`src/design/bnms_pkg.sv`:
```
package bnms_pkg;

   localparam int MAX_BOXES_DEF = 64;
   localparam logic [15:0] THRESH_RESET = 16'd45875;

   typedef struct packed {
      logic [15:0] left_x;
      logic [15:0] top_y;
      logic [15:0] right_x;
      logic [15:0] bottom_y;
      logic [15:0] score;
      logic [7:0]  class_tag;
      logic        final_box;
   } req_type;

   typedef struct packed {
      logic [15:0] kept_left_x;
      logic [15:0] kept_top_y;
      logic [15:0] kept_right_x;
      logic [15:0] kept_bottom_y;
      logic [15:0] kept_score;
      logic [7:0]  kept_class;
      logic        end_of_list;
      logic        overflowed;
   } rsp_type;

   typedef struct packed {
      logic [15:0] left_x;
      logic [15:0] top_y;
      logic [15:0] right_x;
      logic [15:0] bottom_y;
      logic [15:0] score;
      logic [7:0]  class_tag;
   } box_type;

   // broadcast to every cell of the chain
   typedef struct packed {
      logic    ins;
      logic    pop;
      box_type item;
   } cell_ctl_type;

   // overlap unit status and result word
   typedef struct packed {
      logic    active;
      logic    valid;
      logic    keep;
      box_type item;
   } iou_res_type;

   typedef enum logic [1:0] {
      ST_LOAD,
      ST_PICK,
      ST_SWEEP
   } state_type;

   function automatic box_type req_to_box(req_type r);
      box_type b;
      b.left_x    = r.left_x;
      b.top_y     = r.top_y;
      b.right_x   = r.right_x;
      b.bottom_y  = r.bottom_y;
      b.score     = r.score;
      b.class_tag = r.class_tag;
      return b;
   endfunction

endpackage

```
`src/design/bnms_cell.sv`:
```
module bnms_cell import bnms_pkg::*; (
   input  logic         clock,
   input  logic         reset,
   input  cell_ctl_type ctl,
   input  logic         push_sel,
   input  box_type      prev_item,
   input  logic         prev_valid,
   input  logic         prev_shift,
   input  box_type      next_item,
   input  logic         next_valid,
   output box_type      item,
   output logic         valid,
   output logic         shift
);

   box_type item_ff, item_in;
   logic    valid_ff, valid_in;

   // move toward the tail when the slot is empty or the new box scores higher
   assign shift = ctl.ins && (!valid_ff || (item_ff.score < ctl.item.score));

   always_comb begin
      item_in  = item_ff;
      valid_in = valid_ff;
      if (ctl.ins) begin
         if (shift) begin
            // a shifting slot takes the box of its shifting neighbor, else the new box
            item_in  = prev_shift ? prev_item : ctl.item;
            valid_in = prev_shift ? prev_valid : 1'b1;
         end
      end else begin
         if (ctl.pop) begin
            item_in  = next_item;
            valid_in = next_valid;
         end
         if (push_sel) begin
            item_in  = ctl.item;
            valid_in = 1'b1;
         end
      end
   end

   always_ff @(posedge clock) begin
      if (reset) begin
         valid_ff <= 1'b0;
      end else begin
         valid_ff <= valid_in;
      end
   end

   always_ff @(posedge clock) begin
      item_ff <= item_in;
   end

   assign item  = item_ff;
   assign valid = valid_ff;

endmodule

```
`config.mk`:
```
export PLATFORM = sky130hd
export DESIGN_NAME = bnms_cell
export DESIGN_NICKNAME = d
export VERILOG_FILES = /design/src/design/bnms_pkg.sv /design/src/design/bnms_cell.sv
export SDC_FILE = /design/constraint.sdc
export NUM_CORES = 1
export LEC_CHECK = 0
export BUFFER_PORTS_ARGS = -buffer_cell sky130_fd_sc_hd__buf_2
export CORE_AREA = 8 8 133 135
export DETAILED_ROUTE_END_ITERATION = 10
export DIE_AREA = 0 0 141 143
export GPL_ROUTABILITY_DRIVEN = 0
export HOLD_SLACK_MARGIN = 0.05
export PLACE_DENSITY = 0.71
export SLEW_MARGIN = 20
export SYNTH_ARGS = -nofsm -noshare
export SYNTH_HDL_FRONTEND = slang
export SYNTH_SLANG_ARGS = --single-unit
```
`constraint.sdc`:
```
create_clock -name clock -period 8.9 [get_ports clock]
set_input_delay 0.445 -clock clock [delete_from_list [all_inputs] [get_ports clock]]
set_output_delay 0.445 -clock clock [all_outputs]
set_load 0.02 [all_outputs]
```
# After elaboration in Yosys (flattened, before gate mapping)
# Index checks and enable logic that the tools add are counted.
[word_totals]
output_inout_bits = 90
word_cells = 24
in_bits = 272
ramBits = 0
mem_count = 0
register_bits = 89
mem_bits_ro = 0
latch_bits = 0
[classes]
n_reduce_logical = 5
magnitude_cmp = 1
n_shift = 0
addsub = 0
muxes = 10
eq_ne = 1
n_div = 0
n_mul = 0
n_bitwise = 0
[op_table]
columns = ["cell", "count"]
rows = [
  ["2-to-1 mux 88 bit", 5],
  ["less-than comparator 16 bit", 1],
  ["2-to-1 mux 1 bit", 5],
  ["nonzero test 3 bit", 1],
  ["inequality test 2 x 1 -> 1 bit, second input constant", 1],
  ["AND reduction 2 bit", 1],
  ["logical AND 1 bit", 1],
  ["zero test 1 bit", 1],
  ["logical OR 1 bit", 1],
]

# Depth between registers and ports, before layout
# Gate-level depths: netlist of the first run.
[logic_depth]
depth_word = 5
ltp_mapped = 7
ltp_nobuf = 7

# Least setup slack after synthesis of the first run
# Ideal clock, no wire load.
[synth_timing]
kind = "register -> register"
from = "register item_ff, in the netlist item[23]"
to = "register item_ff, in the netlist item[0] (enable)"
stages_incl_launch_ff = 7
arrival_time_ns = 5.912
setup_ns = 0.587
required_time_ns = 8.313
synth_period_minus_slack_ns = 6.498
path_buffers = 0
slack_ns = 2.402
path_cell_list = "edfxtp_1 > ha_1 > nand4_1 > nor2_1 > nor4_1 > o41ai_2 > a31oi_1"
[synth_via]
elab_chain_len = 5
[synth_lines]
columns = ["item", "line", "source"]
rows = [
  ["start: declaration", "bnms_cell.sv:16", "box_type item_ff, item_in;"],
  ["start signal: assignment", "bnms_cell.sv:52", "item_ff <= item_in;"],
  ["less-than comparator 16 bit", "bnms_cell.sv:20", "assign shift = ctl.ins && (!valid_ff || (item_ff.score < ctl.item.score));"],
  ["logical OR 1 bit", "bnms_cell.sv:20", ""],
  ["logical AND 1 bit", "bnms_cell.sv:20", ""],
  ["inequality test 2 x 1 -> 1 bit (no line)", "--", ""],
  ["AND reduction 2 bit (no line)", "--", ""],
]
# Every way passes these cells.
# A chain may end at the register's enable or synchronous reset.

# Worst setup path after layout of the first run
[layout_timing]
from = "input ctl[89] (netlist name)"
to = "register item_ff, in the netlist item[2] (enable)"
[layout_via]
elab_chain_len = 3
elab_cells_between_ends = 4
cone_classes = "eq/ne: 1; reduce/logical: 3"
[layout_lines]
columns = ["item", "line", "source"]
rows = [
  ["start: declaration", "bnms_cell.sv:4", "input cell_ctl_type ctl,"],
  ["logical AND 1 bit", "bnms_cell.sv:20", ""],
  ["inequality test 2 x 1 -> 1 bit (no line)", "--", ""],
  ["AND reduction 2 bit (no line) *", "--", ""],
]
# Mark *: on every way between the ends. The rest lies on a longest branch, timed or not.

==> results.sh, run 1 <==
export IMPL_status="finished, final reports clean"
export IMPL_timing_rr_end="item[2]$_DFFE_PP_"
export IMPL_yosys_top_cells_count="88 x a21oi_1, 88 x edfxtp_1, 84 x mux2i_1"
export IMPL_drt_initial_drc_count=244
export IMPL_synth_seq_area_share_pct=46.0
export IMPL_drc=0
export IMPL_wl_per_cell_um=17.5
export IMPL_clk_pin_slew_ns=0.06
export IMPL_cts_hold_buf=0
export IMPL_maxSlewViolCount=0
export IMPL_max_slew_margin_pct=35.7
export IMPL_combPwrFrac_pct=28.8
export IMPL_groute_usage_overall_pct=18.0
export IMPL_intPower_uw=855
export IMPL_async_reset_ff_share_pct=0
export IMPL_fin_skew_ns=0.00459
export IMPL_cts_resized=0
export IMPL_hp_class="input pin to register"
export IMPL_initial_utilization_pct=37.1
export IMPL_cts_buffers_inserted=9
export IMPL_fin_crit_ns=3.05
export IMPL_cp_depth=5
export IMPL_worstPathMaxFanout=101
export IMPL_placedCellCount=1078
export IMPL_swShare_pct=30.7
export IMPL_crit_path_end="item[2]$_DFFE_PP_"
export IMPL_grt_max_degree=102
export IMPL_die_height_um=143
export IMPL_syn_area_per_cell_sq_um=10.7
export IMPL_worst_pin_slew_ns=0.965
export IMPL_clockRootBuffer="clkbuf_16"
export IMPL_synthesis_area_sq_mm=0.00578
export IMPL_ios=362
export IMPL_synth_edff_count=88
export IMPL_via_count=5459
export IMPL_row_count=46
export IMPL_rsz0062_at_grt="false"
export IMPL_clock_path_buffers=2
export IMPL_cp_data_arrival_time_ns=3.01
export IMPL_max_freq_mhz=328
export IMPL_crit_path_end_kind="register"
export IMPL_r2r_start="item[22]$_DFFE_PP_"
export IMPL_max_cap_violations=0
export IMPL_grt_overflow=0
export IMPL_slowest_stage="buf_4"
export IMPL_yosysTopAreaCellShare_pct=45.7
export IMPL_dr_pass1_iters=5
export IMPL_holdPathStages=3
export IMPL_powerDensity_mw_per_mm2=155
export IMPL_cts_max_level=3
export IMPL_yosys_warnings=0
export IMPL_dieArea_sq_mm=0.0202
export IMPL_final_core_util_pct=51.1
export IMPL_synth_seq_cells=89
export IMPL_synth_distinct_cells=26
export IMPL_syn_nets=830
export IMPL_nNetsFinal=1160
export IMPL_tritoncts="yes"
export IMPL_antenna_found_initial=1
export IMPL_cts_sinks=89
export IMPL_synth_area_leader_cell="edfxtp_1"
export IMPL_insertion_delay_ns=0.34
export IMPL_fin_setup_tns_ns=0
export IMPL_fin_crit_sh_pct=34.2
export IMPL_cpMostUsedCell="buf_4"
export IMPL_routed_wl_um=19100
export IMPL_core_sq_mm=0.0156
export IMPL_hold_viol_final=0
export IMPL_n_antenna_cell=0
export IMPL_syn_inst=543
export IMPL_drive_gt1_share_pct=43.6
export IMPL_worst_ir_drop_vdd_v=0.0000749
export IMPL_crit_chain="buf_4 > buf_4 > nor3_1 > a31oi_4 > buf_6"
export IMPL_pwr_share_clk_pct=27.0
export IMPL_synth_ff_type="edfxtp_1"
export IMPL_power_leakage_nw=3.69
export IMPL_layoutNonFillerInstCount=1093
export IMPL_grt_pass1_vias=5375
export IMPL_portBuffers=361
export IMPL_critPathLaunchType="input pin"
export IMPL_die_width_um=141
export IMPL_crit_type="input pin to register"
export IMPL_setup_ws_ns=5.85
export IMPL_reg2reg_slack_ns=6.16
export IMPL_max_stage_delay_ns=0.70
export IMPL_pwr_share_seq_pct=44.2
export IMPL_r2r_cells=7
export IMPL_crit_family="buffers and inverters"
export IMPL_setup_viol_count_final=0
export IMPL_synth_area_leaders="edfxtp_1 46%, mux2i_1 15%, a211oi_1 11%, nor2b_1 8.9%, a21oi_1 7.6%"
export IMPL_final_antenna_net_count=0
export IMPL_pre_cts_ws_ns=5.28
export IMPL_crit_path_start="ctl[89]"
export IMPL_post_cts_buffers=0
export IMPL_area_growth_pct=37.8
export IMPL_path_buf_inv=3
export IMPL_num_fill_cells=1517
export IMPL_dpl_hpwl_um=15000
export IMPL_grt_pass1_wl_um=28200
export IMPL_power_switching_uw=379
export IMPL_vias_per_cell=4.99
export IMPL_critPathRequiredTime_ns=8.86
## worst min-delay path by stage
stage | start | slack, ns | end
floorplan | valid$_SDFFE_PP0P_ | 0.63 | valid$_SDFFE_PP0P_
global placement | valid$_SDFFE_PP0P_ | 0.61 | valid$_SDFFE_PP0P_
detailed placement | valid$_SDFFE_PP0P_ | 0.61 | valid$_SDFFE_PP0P_
CTS | next_item[21] | 0.38 | item[21]$_DFFE_PP_
global route | next_item[23] | 0.39 | item[23]$_DFFE_PP_
finish | next_item[21] | 0.39 | item[21]$_DFFE_PP_
## metal layers
layer / global-route usage [%] / vias to the layer above / part of all wire, %
li1: - / 2733 / -
met5: 0 / - / 0.068
met2: 30.9 / 228 / 50
met3: 6.91 / 26 / 9.2
met1: 19.5 / 2470 / 39
met4: 7.58 / 2 / 2.2
## placed cells by master (no fill, tap or decap), types with 2 or more instances in the layout
master,synthesis,final
nor3_1,2,2
o21ai_0,2,2
mux2i_1,84,84
clkbuf_16,0,9
nand2_1,7,7
ha_1,15,15
buf_2,26,358
a222oi_1,6,6
buf_4,0,7
clkinv_1,0,3
inv_1,24,24
nor2_1,3,3
a21oi_1,88,88
a211oi_1,83,83
nor2b_1,82,82
edfxtp_1,88,88
## state kept, by name (all words and copies together), names as in the netlist
signal	cells
item	88
valid	1
## worst reg2reg max path, cell delays in order, from the launching register on
cell,delay (ns)
edfxtp_1,0.40
ha_1,0.31
nand4_1,0.18
nor2_1,0.07
nor4_1,0.32
o41ai_2,0.19
a31oi_4,0.21
buf_6,0.65
## cells by family (layout without fill, tap and decap cells)
logic type	after synthesis	count (layout)	share of synthesized area, %
adder cells (fa/ha/maj)	15	15	3.24
buffers and inverters	71	405	5.17
flip-flops	89	89	46.0
AND/OR/NAND/NOR	99	99	10.4
multiplexers	84	84	14.5
AO/OA/AOI/OAI	185	185	20.6
## metrics by stage
stage | hold slack [ns] | power, mW | area [sq um]
3_5_place_dp | 0.609 | 0.913 | 7710
4_1_cts | 0.377 | 1.25 | 7970
5_1_grt | 0.392 | 1.30 | 7970
3_3_place_gp | 0.607 | 0.908 | 7710
6_report | 0.394 | 1.23 | 7970
2_1_floorplan | 0.626 | 0.767 | 5780
## power groups by stage
stage          clock (mW)  combinational (mW)  sequential (mW)
2_1_floorplan           0               0.136            0.631
3_3_place_gp            0               0.356            0.552
3_5_place_dp            0               0.359            0.554
4_1_cts             0.345               0.360            0.546
5_1_grt             0.359               0.388            0.550
6_report            0.333               0.355            0.546
## final cells by class
class / instances / area (sq um) / share of cell area (%)
clock buffers: 10 / 229 / 2.87
well taps: 216 / 270 / 3.39
flip-flops and latches: 89 / 2660 / 33.4
clock inverters: 5 / 23.8 / 0.298
inverters: 24 / 90.1 / 1.13
multi-input cells: 383 / 2840 / 35.6
repair buffers: 366 / 1860 / 23.3
(Power assumes the default switching activity.)
==> run 2, diff against run 1 <==
--- a/config.mk
+++ b/config.mk
@@ -11,7 +11,7 @@
 export DIE_AREA = 0 0 141 143
 export GPL_ROUTABILITY_DRIVEN = 0
 export HOLD_SLACK_MARGIN = 0.05
-export PLACE_DENSITY = 0.71
+export PLACE_DENSITY = 0.74
 export SLEW_MARGIN = 20
 export SYNTH_ARGS = -nofsm -noshare
 export SYNTH_HDL_FRONTEND = slang
==> constraint.sdc (replaced) <==
create_clock -name clock -period 2.4 [get_ports clock]
set_input_delay 0.12 -clock clock [delete_from_list [all_inputs] [get_ports clock]]
set_output_delay 0.12 -clock clock [all_outputs]
set_load 0.02 [all_outputs]
==> run 2 against run 1 <==
  * Combinational power grew to 4.0 times the previous value
  * Design area is 3.5% higher
  * Largest power group unchanged
  * Via count is 1.5% higher
  * Critical endpoint is now item[40]$_DFFE_PP_
  * Die area stayed put
  * Routed wire length is 1.0% higher
==> results.sh, run 2 (synthesis results as in run 1) <==
export IMPL_crit_type="register to register"
export IMPL_row_count=46
export IMPL_routed_wl_um=19300
export IMPL_drc=0
export IMPL_area_growth_pct=42.6
export IMPL_setup_viol_count_final=0
export IMPL_drive_gt1_share_pct=45.4
export IMPL_status="finished, final reports clean"
export IMPL_critPathLaunchType="register"
export IMPL_die_width_um=141
export IMPL_dieArea_sq_mm=0.0202
export IMPL_worstPathMaxFanout=16
export IMPL_grt_max_degree=98
export IMPL_hp_class="input pin to register"
export IMPL_power_leakage_nw=3.83
export IMPL_grt_pass1_vias=5505
export IMPL_max_cap_violations=0
export IMPL_clk_pin_slew_ns=0.06
export IMPL_cts_buffers_inserted=9
export IMPL_slowest_stage="edfxtp_1"
export IMPL_wl_per_cell_um=17.4
export IMPL_fin_skew_ns=0.0110
export IMPL_clockRootBuffer="clkbuf_16"
export IMPL_critPathRequiredTime_ns=2.44
export IMPL_rsz0062_at_grt="true"
export IMPL_final_core_util_pct=52.9
export IMPL_antenna_found_initial=0
export IMPL_clock_path_buffers=2
export IMPL_cp_data_arrival_time_ns=2.43
export IMPL_crit_chain="ha_1 > nand4_1 > nor2_2 > nor4_4 > o41ai_4 > a31oi_4 > buf_4 > buf_12"
export IMPL_dr_pass1_iters=4
export IMPL_largest_reg_flops=88
export IMPL_grt_pass1_wl_um=28400
export IMPL_initial_utilization_pct=37.1
export IMPL_powerDensity_mw_per_mm2=570
export IMPL_fin_crit_ns=2.39
export IMPL_max_slew_margin_pct=63.7
export IMPL_worst_ir_drop_vdd_v=0.000262
export IMPL_cts_sinks=89
export IMPL_tritoncts="yes"
export IMPL_core_sq_mm=0.0156
export IMPL_via_count=5540
export IMPL_final_antenna_net_count=0
export IMPL_fin_crit_sh_pct=99.7
export IMPL_die_height_um=143
export IMPL_vias_per_cell=4.99
export IMPL_grt_overflow=0
export IMPL_worst_pin_slew_ns=0.530
export IMPL_max_stage_delay_ns=0.38
export IMPL_cts_max_level=3
export IMPL_maxSlewViolCount=0
export IMPL_ios=362
export IMPL_hold_viol_final=0
export IMPL_drt_initial_drc_count=163
export IMPL_crit_path_end_kind="register"
export IMPL_fin_setup_tns_ns=0
export IMPL_layout_common_cells="357 x buf_2, 88 x edfxtp_1, 86 x a21oi_1, 84 x mux2i_1, 83 x a211oi_1"
export IMPL_final_common_cell="buf_2"
export IMPL_max_freq_mhz=418
export IMPL_portBuffers=361
export IMPL_nNetsFinal=1175
export IMPL_dpl_hpwl_um=15200
export IMPL_groute_usage_overall_pct=17.8
export IMPL_insertion_delay_ns=0.33
run 2: routing by layer:
metal / GRT usage [%] / up-vias / wire length (um)
met4: 6.62 / 0 / 429
met1: 19.1 / 2505 / 7340
met5: 0 / - / 0
met3: 6.94 / 30 / 1870
li1: - / 2759 / -
met2: 31.3 / 246 / 9650
run 2: worst paths after layout:
check                startpoint                 end  slack (ns)  cells past startpoint
max          item[22]$_DFFE_PP_  item[40]$_DFFE_PP_       0.008                      8
min               next_item[23]  item[23]$_DFFE_PP_        0.07                      3
max reg2reg  item[22]$_DFFE_PP_  item[40]$_DFFE_PP_       0.008                      8
min reg2reg  valid$_SDFFE_PP0P_  valid$_SDFFE_PP0P_        0.61                      1
run 2: per-stage QoR:
stage	hold slack (ns)	worst slack, ns	std cells	cell area [sq um]	power (mW)
detailed placement	0.406	-0.0438	1087	7860	3.42
CTS	0.0512	0.0208	1105	8160	4.73
finish	0.0717	0.00816	1110	8250	4.70
floorplan	0.314	-1.07	543	5810	2.83
global route	0.0684	-0.0954	1109	8250	4.94
global placement	0.407	0.0507	1087	7860	3.40
run 2: worst max-delay path, delay by kind of cell, from the launching register on:
kind	cells	cell delay, ns
simple gates	3	0.60
compound gates	2	0.43
flops	1	0.38
buf+inv	2	0.35
fa+ha+maj	1	0.32
run 2: report_power, final:
group	switching (mW)	leakage, nW	internal [mW]
logic	0.823	2.80	0.588
clock network	0.577	0.125	0.697
registers	0.0581	0.903	1.96
total	1.46	3.83	3.24
run 2: what timing repair did:
item	4_1_cts	5_1_grt
endpoints found under the hold margin	1	0
cloned	0	2
resized for setup	3	5
hold buffers	1	0
pin swaps	3	1
setup endpoints to repair	77	89
buffers inserted	1	2
run 2: final cells by class:
class / count / area [sq um]
Clock buffer: 9 / 225
Timing Repair Buffer: 381 / 2070
Tap cell: 216 / 270
Antenna cell: 1 / 2.50
Clock inverter: 7 / 45.0
Fill cell: 1472 / 7350
Sequential cell: 89 / 2660
Inverter: 24 / 90.1
Multi-Input combinational cell: 383 / 2890
